**src/hdl/ldpf_pkg.sv**
```systemverilog
// Shared types, constants and helper functions for the LED dimmer patch and fade control unit.
package ldpf_pkg;

    localparam int TICK_W = 16;
    localparam int THR_W = TICK_W + 1;
    localparam int HOLD_W = 11;
    localparam int STEP_W = 8;
    localparam int CHAN_W = 8;
    localparam int PATCH_W = 3;
    localparam int LEVELS = 4;
    localparam int APB_ADDR_W = 5;
    localparam int APB_DATA_W = 32;
    localparam int IN_TDATA_W = 16;
    localparam int OUT_TDATA_W = 40;

    typedef enum logic [2:0] {
        REG_HOLD_SEC_1  = 3'd0,
        REG_HOLD_SEC_2  = 3'd1,
        REG_HOLD_SEC_3  = 3'd2,
        REG_HOLD_SEC_4  = 3'd3,
        REG_FADE_STEP_1 = 3'd4,
        REG_FADE_STEP_2 = 3'd5,
        REG_FADE_STEP_3 = 3'd6,
        REG_FADE_STEP_4 = 3'd7
    } reg_idx_t;

    typedef struct packed {
        logic [LEVELS-1:0][THR_W-1:0]  hold_thr;
        logic [LEVELS-1:0][STEP_W-1:0] fade_step;
    } cfg_t;

    typedef struct packed {
        logic              fading;
        logic [CHAN_W-1:0] level;
        logic [CHAN_W-1:0] blue;
        logic [CHAN_W-1:0] green;
        logic [CHAN_W-1:0] red;
    } result_t;

    // Patch colours packed as {blue, green, red}.
    function automatic logic [3*CHAN_W-1:0] patch_colour(input logic [PATCH_W-1:0] idx);
        logic [3*CHAN_W-1:0] c;
        case (idx)
            3'd0:    c = {8'd255, 8'd255, 8'd255};
            3'd1:    c = {8'd33,  8'd74,  8'd255};
            3'd2:    c = {8'd255, 8'd52,  8'd255};
            3'd3:    c = {8'd44,  8'd255, 8'd232};
            3'd4:    c = {8'd255, 8'd255, 8'd106};
            default: c = '0;
        endcase
        return c;
    endfunction

    // Moves one step from the falling channel to the rising one; returns {dst, src}.
    // When the falling channel would wrap, or the step is zero, it stops at zero and the rising one goes full.
    function automatic logic [2*CHAN_W-1:0] wheel_move(input logic [CHAN_W-1:0] src,
                                                        input logic [CHAN_W-1:0] dst,
                                                        input logic [STEP_W-1:0] step);
        logic [CHAN_W-1:0] t;
        t = src - step;
        if (t >= src)
        begin
            return {8'd255, 8'd0};
        end
        return {dst + step, t};
    endfunction

endpackage

```
**src/hdl/ldpf_cfg.sv**
```systemverilog
// APB register block holding hold times, fade steps and the derived tick thresholds.
module ldpf_cfg #(
    parameter int TICKS_PER_SECOND = 61
) (
    input  logic                               clk,
    input  logic                               rst_n,
    input  logic                               psel,
    input  logic                               penable,
    input  logic                               pwrite,
    input  logic [ldpf_pkg::APB_ADDR_W-1:0]    paddr,
    input  logic [ldpf_pkg::APB_DATA_W-1:0]    pwdata,
    output logic [ldpf_pkg::APB_DATA_W-1:0]    prdata,
    output logic                               pready,
    output ldpf_pkg::cfg_t                     cfg
);
    import ldpf_pkg::*;

    localparam int PROD_W = THR_W + $clog2(TICKS_PER_SECOND + 1);

    // A hold time in seconds becomes a tick threshold; anything past the counter range saturates.
    function automatic logic [THR_W-1:0] ticks_of(input logic [HOLD_W-1:0] secs);
        logic [PROD_W-1:0] prod;
        prod = PROD_W'(secs) * PROD_W'(TICKS_PER_SECOND);
        if (prod[PROD_W-1:TICK_W] != '0)
        begin
            return {1'b1, {TICK_W{1'b0}}};
        end
        return {1'b0, prod[TICK_W-1:0]};
    endfunction

    logic [LEVELS-1:0][HOLD_W-1:0] hold_sec_reg, hold_sec_next;
    logic [LEVELS-1:0][THR_W-1:0]  hold_thr_reg, hold_thr_next;
    logic [LEVELS-1:0][STEP_W-1:0] fade_step_reg, fade_step_next;
    reg_idx_t                      reg_idx;
    logic                          wr_en;

    assign reg_idx = reg_idx_t'(paddr[APB_ADDR_W-1:2]);
    assign wr_en   = psel & penable & pwrite & pready;
    assign pready  = 1'b1;

    always_comb
    begin
        hold_sec_next  = hold_sec_reg;
        hold_thr_next  = hold_thr_reg;
        fade_step_next = fade_step_reg;
        if (wr_en)
        begin
            unique case (reg_idx) inside
                REG_HOLD_SEC_1, REG_HOLD_SEC_2, REG_HOLD_SEC_3, REG_HOLD_SEC_4:
                begin
                    hold_sec_next[reg_idx[1:0]] = pwdata[HOLD_W-1:0];
                    hold_thr_next[reg_idx[1:0]] = ticks_of(pwdata[HOLD_W-1:0]);
                end
                REG_FADE_STEP_1, REG_FADE_STEP_2, REG_FADE_STEP_3, REG_FADE_STEP_4:
                begin
                    fade_step_next[reg_idx[1:0]] = pwdata[STEP_W-1:0];
                end
            endcase
        end
    end

    always_comb
    begin
        unique case (reg_idx) inside
            REG_HOLD_SEC_1, REG_HOLD_SEC_2, REG_HOLD_SEC_3, REG_HOLD_SEC_4:
            begin
                prdata = APB_DATA_W'(hold_sec_reg[reg_idx[1:0]]);
            end
            REG_FADE_STEP_1, REG_FADE_STEP_2, REG_FADE_STEP_3, REG_FADE_STEP_4:
            begin
                prdata = APB_DATA_W'(fade_step_reg[reg_idx[1:0]]);
            end
        endcase
    end

    always_ff @(posedge clk or negedge rst_n)
    begin
        if (!rst_n)
        begin
            hold_sec_reg  <= {11'd4, 11'd3, 11'd2, 11'd1};
            hold_thr_reg  <= {ticks_of(11'd4), ticks_of(11'd3), ticks_of(11'd2), ticks_of(11'd1)};
            fade_step_reg <= {8'd8, 8'd4, 8'd2, 8'd1};
        end
        else
        begin
            hold_sec_reg  <= hold_sec_next;
            hold_thr_reg  <= hold_thr_next;
            fade_step_reg <= fade_step_next;
        end
    end

    assign cfg.hold_thr  = hold_thr_reg;
    assign cfg.fade_step = fade_step_reg;

endmodule

```
**src/hdl/ldpf_core.sv**
```systemverilog
// Control pass: tick counter, button handling, colour wheel, patch select and result register.
module ldpf_core #(
    parameter int POT_FLOOR   = 0,
    parameter int PATCH_COUNT = 5
) (
    input  logic                          clk,
    input  logic                          rst_n,
    input  logic                          fire,
    input  logic                          button_down,
    input  logic [ldpf_pkg::CHAN_W-1:0]   pot_level,
    input  logic                          tick,
    input  ldpf_pkg::cfg_t                cfg,
    output ldpf_pkg::result_t             result
);
    import ldpf_pkg::*;

    logic [TICK_W-1:0]              tick_count_reg, tick_count_next;
    logic                           last_button_reg;
    logic                           fade_on_reg, fade_on_next;
    logic [STEP_W-1:0]              current_step_reg, current_step_next;
    logic [STEP_W-1:0]              last_step_reg, last_step_next;
    logic [2:0][CHAN_W-1:0]         wheel_reg, wheel_next;
    logic                           red_to_green_reg, red_to_green_next;
    logic [PATCH_W-1:0]             patch_index_reg, patch_index_next;
    result_t                        result_reg, result_next;

    logic [TICK_W-1:0]              tc_inc;
    logic [LEVELS-1:0]              reached;
    logic [2:0][CHAN_W-1:0]         wheel_base;
    logic [2*CHAN_W-1:0]            moved;
    logic [3*CHAN_W-1:0]            patch_rgb;

    assign tc_inc = tick ? tick_count_reg + TICK_W'(1) : tick_count_reg;

    always_comb
    begin
        for (int i = 0; i < LEVELS; i++)
        begin
            reached[i] = {1'b0, tc_inc} >= cfg.hold_thr[i];
        end
    end

    always_comb
    begin
        tick_count_next   = tc_inc;
        fade_on_next      = fade_on_reg;
        current_step_next = current_step_reg;
        patch_index_next  = patch_index_reg;
        if (!last_button_reg && button_down)
        begin
            tick_count_next = '0;
        end
        else if (button_down)
        begin
            fade_on_next = 1'b1;
            if (reached[3])
            begin
                current_step_next = cfg.fade_step[3];
            end
            else if (reached[2])
            begin
                current_step_next = cfg.fade_step[2];
            end
            else if (reached[1])
            begin
                current_step_next = cfg.fade_step[1];
            end
            else if (reached[0])
            begin
                current_step_next = cfg.fade_step[0];
            end
            else
            begin
                fade_on_next = 1'b0;
            end
        end
        else if (last_button_reg && !reached[0])
        begin
            fade_on_next = 1'b0;
            if (patch_index_reg >= PATCH_W'(PATCH_COUNT - 1))
            begin
                patch_index_next = '0;
            end
            else
            begin
                patch_index_next = patch_index_reg + PATCH_W'(1);
            end
        end
    end

    always_comb
    begin
        wheel_base = wheel_reg;
        if (last_step_reg != current_step_next)
        begin
            wheel_base[0] = 8'd255;
            wheel_base[1] = 8'd0;
            wheel_base[2] = 8'd0;
        end
        wheel_next        = wheel_base;
        red_to_green_next = red_to_green_reg;
        moved             = '0;
        if (red_to_green_reg)
        begin
            moved         = wheel_move(wheel_base[0], wheel_base[1], current_step_next);
            wheel_next[0] = moved[CHAN_W-1:0];
            wheel_next[1] = moved[2*CHAN_W-1:CHAN_W];
            red_to_green_next = wheel_next[0] != '0;
        end
        else if (wheel_base[1] != '0)
        begin
            moved         = wheel_move(wheel_base[1], wheel_base[2], current_step_next);
            wheel_next[1] = moved[CHAN_W-1:0];
            wheel_next[2] = moved[2*CHAN_W-1:CHAN_W];
        end
        else
        begin
            moved         = wheel_move(wheel_base[2], wheel_base[0], current_step_next);
            wheel_next[2] = moved[CHAN_W-1:0];
            wheel_next[0] = moved[2*CHAN_W-1:CHAN_W];
            red_to_green_next = wheel_next[0] == 8'd255;
        end
        last_step_next = current_step_next;
    end

    assign patch_rgb = patch_colour(patch_index_next);

    always_comb
    begin
        result_next.fading = fade_on_next;
        result_next.level  = (pot_level < CHAN_W'(POT_FLOOR)) ? '0 : pot_level;
        if (fade_on_next)
        begin
            result_next.red   = wheel_next[0];
            result_next.green = wheel_next[1];
            result_next.blue  = wheel_next[2];
        end
        else
        begin
            result_next.red   = patch_rgb[CHAN_W-1:0];
            result_next.green = patch_rgb[2*CHAN_W-1:CHAN_W];
            result_next.blue  = patch_rgb[3*CHAN_W-1:2*CHAN_W];
        end
    end

    always_ff @(posedge clk or negedge rst_n)
    begin
        if (!rst_n)
        begin
            tick_count_reg   <= '0;
            last_button_reg  <= 1'b0;
            fade_on_reg      <= 1'b0;
            current_step_reg <= '0;
            last_step_reg    <= '0;
            wheel_reg        <= '0;
            red_to_green_reg <= 1'b1;
            patch_index_reg  <= '0;
        end
        else if (fire)
        begin
            tick_count_reg   <= tick_count_next;
            last_button_reg  <= button_down;
            fade_on_reg      <= fade_on_next;
            current_step_reg <= current_step_next;
            if (fade_on_next)
            begin
                last_step_reg    <= last_step_next;
                wheel_reg        <= wheel_next;
                red_to_green_reg <= red_to_green_next;
            end
            patch_index_reg  <= patch_index_next;
        end
    end

    always_ff @(posedge clk)
    begin
        if (fire)
        begin
            result_reg <= result_next;
        end
    end

    assign result = result_reg;

endmodule

```
**src/hdl/led_dimmer_patch_and_fade_control_unit.sv**
```systemverilog
// Top level of the LED dimmer patch and fade control unit with stream and APB ports.
// Each input beat is one control pass: it is taken into an input register, evaluated against
// the tick counter, button and colour-wheel state once the output register can take its result,
// and its result beat lands in the output register. One beat can be accepted every cycle while
// downstream backpressure does not stall the output; that is the only limit on rate. Hold times are
// written in seconds and turned into tick thresholds when written. Configuration should only
// be written while no beat is in flight.
module led_dimmer_patch_and_fade_control_unit #(
    parameter int TICKS_PER_SECOND = 61,
    parameter int POT_FLOOR        = 0,
    parameter int PATCH_COUNT      = 5
) (
    input  logic                                 clk,
    input  logic                                 rst_n,
    input  logic                                 s_tvalid,
    output logic                                 s_tready,
    // button_down [0], pot_level [8:1], tick [9], zero [15:10]
    input  logic [ldpf_pkg::IN_TDATA_W-1:0]      s_tdata,
    output logic                                 m_tvalid,
    input  logic                                 m_tready,
    // red [7:0], green [15:8], blue [23:16], level [31:24], fading [32], zero [39:33]
    output logic [ldpf_pkg::OUT_TDATA_W-1:0]     m_tdata,
    input  logic                                 psel,
    input  logic                                 penable,
    input  logic                                 pwrite,
    input  logic [ldpf_pkg::APB_ADDR_W-1:0]      paddr,
    input  logic [ldpf_pkg::APB_DATA_W-1:0]      pwdata,
    output logic [ldpf_pkg::APB_DATA_W-1:0]      prdata,
    output logic                                 pready
);
    import ldpf_pkg::*;

    logic              in_valid_reg, in_valid_next;
    logic              out_valid_reg, out_valid_next;
    logic              button_reg;
    logic [CHAN_W-1:0] pot_reg;
    logic              tick_reg;
    logic              s_fire;
    logic              advance;
    cfg_t              cfg;
    result_t           result;

    assign advance  = in_valid_reg & (~out_valid_reg | m_tready);
    assign s_tready = ~in_valid_reg | advance;
    assign s_fire   = s_tvalid & s_tready;

    always_comb
    begin
        in_valid_next = in_valid_reg;
        if (s_fire)
        begin
            in_valid_next = 1'b1;
        end
        else if (advance)
        begin
            in_valid_next = 1'b0;
        end
        out_valid_next = out_valid_reg;
        if (advance)
        begin
            out_valid_next = 1'b1;
        end
        else if (m_tready)
        begin
            out_valid_next = 1'b0;
        end
    end

    always_ff @(posedge clk or negedge rst_n)
    begin
        if (!rst_n)
        begin
            in_valid_reg  <= 1'b0;
            out_valid_reg <= 1'b0;
        end
        else
        begin
            in_valid_reg  <= in_valid_next;
            out_valid_reg <= out_valid_next;
        end
    end

    always_ff @(posedge clk)
    begin
        if (s_fire)
        begin
            button_reg <= s_tdata[0];
            pot_reg    <= s_tdata[CHAN_W:1];
            tick_reg   <= s_tdata[CHAN_W+1];
        end
    end

    ldpf_cfg #(
        .TICKS_PER_SECOND(TICKS_PER_SECOND)
    ) u_cfg (
        .clk     (clk),
        .rst_n   (rst_n),
        .psel    (psel),
        .penable (penable),
        .pwrite  (pwrite),
        .paddr   (paddr),
        .pwdata  (pwdata),
        .prdata  (prdata),
        .pready  (pready),
        .cfg     (cfg)
    );

    ldpf_core #(
        .POT_FLOOR   (POT_FLOOR),
        .PATCH_COUNT (PATCH_COUNT)
    ) u_core (
        .clk         (clk),
        .rst_n       (rst_n),
        .fire        (advance),
        .button_down (button_reg),
        .pot_level   (pot_reg),
        .tick        (tick_reg),
        .cfg         (cfg),
        .result      (result)
    );

    assign m_tvalid = out_valid_reg;
    assign m_tdata  = OUT_TDATA_W'(result);

endmodule

```
**config.mk**
```make
export PLATFORM = sky130hd
export DESIGN_NAME = led_dimmer_patch_and_fade_control_unit
export DESIGN_NICKNAME = d
export VERILOG_FILES = /design/src/hdl/ldpf_pkg.sv /design/src/hdl/ldpf_cfg.sv /design/src/hdl/ldpf_core.sv /design/src/hdl/led_dimmer_patch_and_fade_control_unit.sv
export SDC_FILE = /design/constraint.sdc
export NUM_CORES = 1
export LEC_CHECK = 0
export BUFFER_PORTS_ARGS = -buffer_cell sky130_fd_sc_hd__buf_2
export CELL_PAD_IN_SITES_DETAIL_PLACEMENT = 1
export CELL_PAD_IN_SITES_GLOBAL_PLACEMENT = 2
export CORE_MARGIN = 1.5
export CORE_UTILIZATION = 36
export CTS_CLUSTER_SIZE = 10
export DETAILED_ROUTE_END_ITERATION = 12
export GPL_TIMING_DRIVEN = 0
export PLACE_DENSITY = 0.88
export REMOVE_ABC_BUFFERS = 1
export SLEW_MARGIN = 20
export SYNTH_ARGS = -nofsm -noshare
export SYNTH_HDL_FRONTEND = slang
export SYNTH_SLANG_ARGS = --single-unit
```
**constraint.sdc**
```tcl
create_clock -name clk -period 7.7 [get_ports clk]
set_input_delay 1.54 -clock clk [delete_from_list [all_inputs] [get_ports clk]]
set_output_delay 1.54 -clock clk [all_outputs]
set_load 0.05 [all_outputs]
```
==> results of run 1 <==
stage by stage:
stage / utilization (%) / cells / area [um^2] / TNS [ns]
global placement: 38.26 / 2336 / 17930 / -93.36
finish: 46.48 / 2549 / 21780 / -9.011
global route: 46.48 / 2549 / 21780 / -23.19
detailed placement: 38.83 / 2348 / 18190 / -100.74
CTS: 44.26 / 2493 / 20730 / -0.2291
floorplan: - / 1653 / 16790 / -0.5633
cell families after synthesis:
kind of cell	after synthesis	share of synthesized area (%)
compound gates	419	15.98
xor+xnor	81	4.131
fa+ha+maj	196	15.72
buf+inv	233	5.930
flops	251	38.05
mux	121	9.100
other cells	2	0.04373
simple gates	415	11.04
final cells by class:
type	count	area share, %
multi-input cells	1263	51.18
flip-flops and latches	251	30.01
repair buffers	230	8.440
clock buffers	51	4.091
well taps	607	3.488
inverters	141	2.471
clock inverters	6	0.3217
path summary, 6_finish.rpt:
| check | to | slack, ns | startpoint | cells after the start |
|---|---|---|---|---|
| max | u_core.result[3]$_DFFE_PP_ | -0.35 | u_core.tick_count_reg[0]$_DFFE_PN0P_ | 40 |
| min | u_core.result[31]$_DFFE_PP_ | 0.42 | pot_reg[7]$_DFFE_PP_ | 0 |
| max reg2reg | u_core.result[3]$_DFFE_PP_ | -0.35 | u_core.tick_count_reg[0]$_DFFE_PN0P_ | 40 |
| min reg2reg | u_core.result[31]$_DFFE_PP_ | 0.42 | pot_reg[7]$_DFFE_PP_ | 0 |
| max in group asynchronous | u_cfg.cfg[27]$_DFFE_PN1P_ | 6.11 | rst_n | 2 |
| min in group asynchronous | u_cfg.cfg[39]$_DFFE_PN0P_ | 0.80 | rst_n | 1 |
routing by layer:
metal  track usage (%)  wire length (um)
met4             7.291              2067
met5                 0                 0
met2             39.35             29320
met1             27.72             23790
met3             2.603              2717
cell usage in the layout (no fill, tap or decap), drive strengths merged, types with 16 or more instances in the layout:
cell,count
xnor2,47
clkbuf,51
o31ai,18
fa,33
nor2,73
ha,163
nand3,21
xor2,34
mux2,91
dfstp,31
nand2,217
a21oi,89
o21ai,153
nor2b,17
edfxtp,43
inv,141
dfrtp,177
buf,230
nand2b,16
o21bai,20
a211oi,26
nand4,23
conb,29
a21o,28
mux4,19
synthesized netlist by cell type, drive strengths merged, types with 4 or more instances:
master	count	area share, %
a21oi	88	2.7
and2	7	0.25
a21boi	6	0.26
clkbuf	52	1.1
nor3	7	0.20
a211oi	26	1.4
buf	40	1.7
nor4	5	0.18
edfxtp	43	7.5
nand4	23	0.93
inv	140	3.1
nor2b	17	0.62
fa	33	3.8
a22oi	4	0.17
a21o	28	1.2
o21ai	153	4.5
nand2b	16	0.58
or4	4	0.20
nor2	73	1.6
dfrtp	177	26
o41ai	4	0.31
o21a	9	0.39
a311oi	6	0.49
o211ai	10	0.47
mux2i	11	0.64
mux2	91	6.0
dfstp	31	4.7
xor2	34	1.7
ha	163	12
o21bai	20	0.90
nand3	21	0.61
o31ai	18	0.82
a221oi	4	0.20
nand2	217	4.7
xnor2	47	2.4
and3	7	0.25
a22o	12	0.61
a31oi	9	0.33
nand3b	5	0.22
mux4	19	2.5
timing repair:
action	CTS	global route
gates cloned	2	0
buffers inserted	87	59
endpoints found under the setup margin	49	49
gates resized for setup	166	127
pin swaps	77	94
==> flow_summary.yaml, run 1 <==
finish:
  layout_fillers: 5146
  antenna_cells: 0
  largest_reg_flops: 100
  drive_gt1_share_pct: 32.60
  synthToLayoutAreaGrowth_pct: 26.80
  nNetsFinal: 2174
  multi_input_area_um2: 11150
  seqCellArea_um2: 6535
drt:
  routed_wl_um: 57890
  drt_wl_cell_um: 22.71
  antenna_left: 0
  route.detailed.drc: 0
  vias: 14360
  violation_count_after_the_first_detailed_route_iteration: 950
  via_per_inst: 5.634
  drt_pass1_iterations: 5
timing:
  final.setup_skew_ns: 0.01391
  fin_crit_sh_pct: 104.6
  worstMarginPinSlew_ns: 1.204
  finalHoldViolations: 0
  timing.fmax_ghz: 0.1242
  maxSlewHeadroom_pct: 19.62
  worst_hold_slack_ns: 0.4211
  post-route-min-period_ns: 8.053
  setup_repair_after_global_routing_missed_its_margin: "yes"
  finalSetupViolCount: 46
  slew_violations: 0
  setup_ws_ns: -0.3528
synthesis:
  post_synth.cell_area_avg_um2: 9.996
  post_synth_instance_area_um2: 17170
  synth-warning-count: 0
  ys.flop_type: "dfrtp_1"
  syn-instance-count: 1718
  share_of_synthesized_area_occupied_by_flip_flops_and_latches_pct: 38.05
  post_synthesis_sequential_element_count: 251
  synth_edf_count: 43
  synth.lib_cells_used.distinct: 85
  async_reset_ff_share_pct: 82.87
global_route:
  first_global_vias: 15140
  antenna_found_initial: 0
  globalRoute.totalOverflow: 0
  grt_first_pass_wirelength_um: 86390
  grt_util_all_layers_pct: 22.08
  grt_max_degree: 96
setup_path:
  crit_buf_inv: 5
  crit_path_start_kind: "register"
  crit_path_end_kind: "register"
  worst_path_max_delay_cell: "o41ai_2"
  critPathTopFamily: "compound AO/OA/AOI/OAI gates"
  cp_slowest_stage_delay_ns: 0.42
  timing.setup.critical_path_class: "reg -> reg"
  worst-endpoint-required_ns: 8.02
  worst_ep_arrival_time_ns: 8.37
  critical_path_fanout_max: 8
floorplan:
  floorplan.initialDensity_pct: 36.66
  core_region_area_um2: 46850
  floorplan.die.height_um: 221.4
  floorplan.die_area_um2: 49020
  placement_rows: 79
  io_pins: 135
  die_w_um: 221.4
cts:
  numCtsBuffers: 31
  cts.hold.buffers_added: 0
  cts_tree: "done"
  cts_sinks: 251
  ctsRootBufferMaster: "clkbuf_16"
  path_clk_slew_ns: 0.06
  number_of_levels_in_the_clock_h_tree: 1
  clock_path_buffers: 3
  insertion_delay_ns: 0.60
worst_hold_path:
  hp-class: "reg -> reg"
place:
  estimated_wirelength_of_the_detail_placed_design_um: 35910
  setup_slack_after_placement_ns: -2.620
  port-buffer-count: 76
  gp_congestion: 0.8523
job:
  max_cap_violations: 0
outcome:
  run_status: "complete, but fails checks"
  violations: "setup timing"
Power of run 1 is not shown: default switching activity piles up to over one toggle a cycle in this logic, so the estimate is an artifact.
==> inputs of run 2 (changes only) <==
- BUFFER_PORTS_ARGS: -buffer_cell sky130_fd_sc_hd__buf_2 -> -buffer_cell sky130_fd_sc_hd__clkbuf_2
==> run 2 against run 1 <==
Effect of this change:
- the run still ends with setup timing left
- flip-flop and latch count unchanged
- global-route usage down 0.77 points
- register-to-register slack about the same
- cell area down 0.52%
- first-iteration DRC count down 20%
- non-clock buffer count down 28
- cell count down 1.2%
- die area unchanged
- core utilization down 0.24 points
- critical path type unchanged
- critical endpoint is now u_core.result[23]$_DFFE_PP_
==> flow_summary.yaml, run 2 (synthesized netlist as in run 1, its figures left out) <==
global_route:
  antenna_found_initial: 0
  first_global_vias: 14640
  grt_util_all_layers_pct: 21.30
  globalRoute.totalOverflow: 0
  grt_first_pass_wirelength_um: 83480
  grt-busiest-layer: "met2"
  grt_max_degree: 91
  global_route.usage.met2_pct: 37.71
  met3_usage_pct: 2.310
  use_met1_pct: 27.26
floorplan:
  die_w_um: 221.4
  placement_rows: 79
  io_pins: 135
  core_region_area_um2: 46850
  floorplan.die.height_um: 221.4
  floorplan.initialDensity_pct: 36.66
  floorplan.die_area_um2: 49020
timing:
  maxSlewHeadroom_pct: 17.91
  setup_repair_after_global_routing_missed_its_margin: "yes"
  finalHoldViolations: 0
  timing.fmax_ghz: 0.1240
  worst_hold_slack_ns: 0.4170
  setup_tns_ns: -7.292
  finalSetupViolCount: 41
  setup_ws_ns: -0.3618
  worstMarginPinSlew_ns: 1.230
  post-route-min-period_ns: 8.062
  slew_violations: 0
  fin_crit_sh_pct: 104.7
  final.setup_skew_ns: 0.01288
place:
  placedInstanceArea_um2: 18170
  gp_congestion: 0.8391
  setup_slack_after_placement_ns: -2.474
  estimated_wirelength_of_the_detail_placed_design_um: 35590
  port-buffer-count: 76
drt:
  violation_count_after_the_first_detailed_route_iteration: 760
  drt_pass1_iterations: 5
  via_per_inst: 5.562
  antenna_left: 0
  drt_wl_cell_um: 22.30
  vias: 14010
  route.detailed.drc: 0
  routed_wl_um: 56150
cts:
  numCtsBuffers: 30
  insertion_delay_ns: 0.60
  path_clk_slew_ns: 0.06
  cts_tree: "done"
  number_of_levels_in_the_clock_h_tree: 1
  clock_path_buffers: 3
  cts.hold.buffers_added: 0
  cts_sinks: 251
  ctsRootBufferMaster: "clkbuf_16"
setup_path:
  timing.setup.critical_path_class: "reg -> reg"
  critical_path_fanout_max: 6
  cp_slowest_stage_delay_ns: 0.51
  crit_path_start_kind: "register"
  crit_buf_inv: 4
  crit_path_end_kind: "register"
  worst-endpoint-required_ns: 8.01
  worst_path_max_delay_cell: "or4_4"
  critPathTopFamily: "simple AND/OR/NAND/NOR gates"
  worst_ep_arrival_time_ns: 8.37
finish:
  seqCellArea_um2: 6535
  multi_input_area_um2: 11310
  drive_gt1_share_pct: 31.87
  layout_fillers: 5116
  largest_reg_flops: 100
  mostFrequentLayoutCells: "nand2_1 (195), dfrtp_1 (177), ha_1 (140)"
  synthToLayoutAreaGrowth_pct: 26.14
  antenna_cells: 0
  layout.cell_area.non_filler_um2: 21660
  mostFrequentLayoutCell: "nand2_1"
  nNetsFinal: 2146
outcome:
  run_status: "complete, but fails checks"
  violations: "setup timing"
job:
  max_cap_violations: 0
worst_hold_path:
  hp-class: "reg -> reg"
-- run 2: changes by cell type in the layout (fill, tap and decap cells not counted), moves of 5 or more --
| cell | before | now |
|---|---|---|
| mux2_2 | 88 | 83 |
| inv_2 | 8 | 3 |
| mux2_4 | 3 | 8 |
| clkbuf_2 | 0 | 75 |
| buf_2 | 75 | 0 |
| buf_4 | 118 | 90 |
-- run 2: metrics by stage --
step                utilization (%)  instances
floorplan                         -       1653
global placement              38.26       2336
detailed placement            38.78       2347
CTS                           43.52       2467
global route                  46.24       2518
finish                        46.24       2518
-- run 2: layout make-up --
type	count	share of cell area, %
inverter	141	2.524
clock buffer	50	3.951
tap	607	3.506
timing repair buffer	202	7.456
clock inverter	3	0.1848
multi-input combinational	1264	52.21
sequential	251	30.17
-- run 2: timing repair --
item	4_1_cts	5_1_grt
pin swaps	68	116
cloned	2	1
buffers inserted	65	50
gates resized for setup	142	175
endpoints found under the setup margin	49	49
-- run 2: path summary, 6_finish.rpt --
path / start / end / slack [ns] / cells past startpoint
min: pot_reg[7]$_DFFE_PP_ / u_core.result[31]$_DFFE_PP_ / 0.42 / 0
max: tick_reg$_DFFE_PP_ / u_core.result[23]$_DFFE_PP_ / -0.36 / 38
min in group asynchronous: rst_n / u_cfg.cfg[38]$_DFFE_PN0P_ / 0.87 / 1
max reg2reg: tick_reg$_DFFE_PP_ / u_core.result[23]$_DFFE_PP_ / -0.36 / 38
max in group asynchronous: rst_n / u_cfg.hold_sec_reg[23]$_DFFE_PN1P_ / 6.02 / 2
min reg2reg: pot_reg[7]$_DFFE_PP_ / u_core.result[31]$_DFFE_PP_ / 0.42 / 0
-- run 2: metal layers --
metal	wire (um)	vias up
li1	-	6333
met1	23640	7224
met2	28390	323
met3	2296	125
met4	1814	0
met5	0	-
Power of run 2 is left out for the same reason.
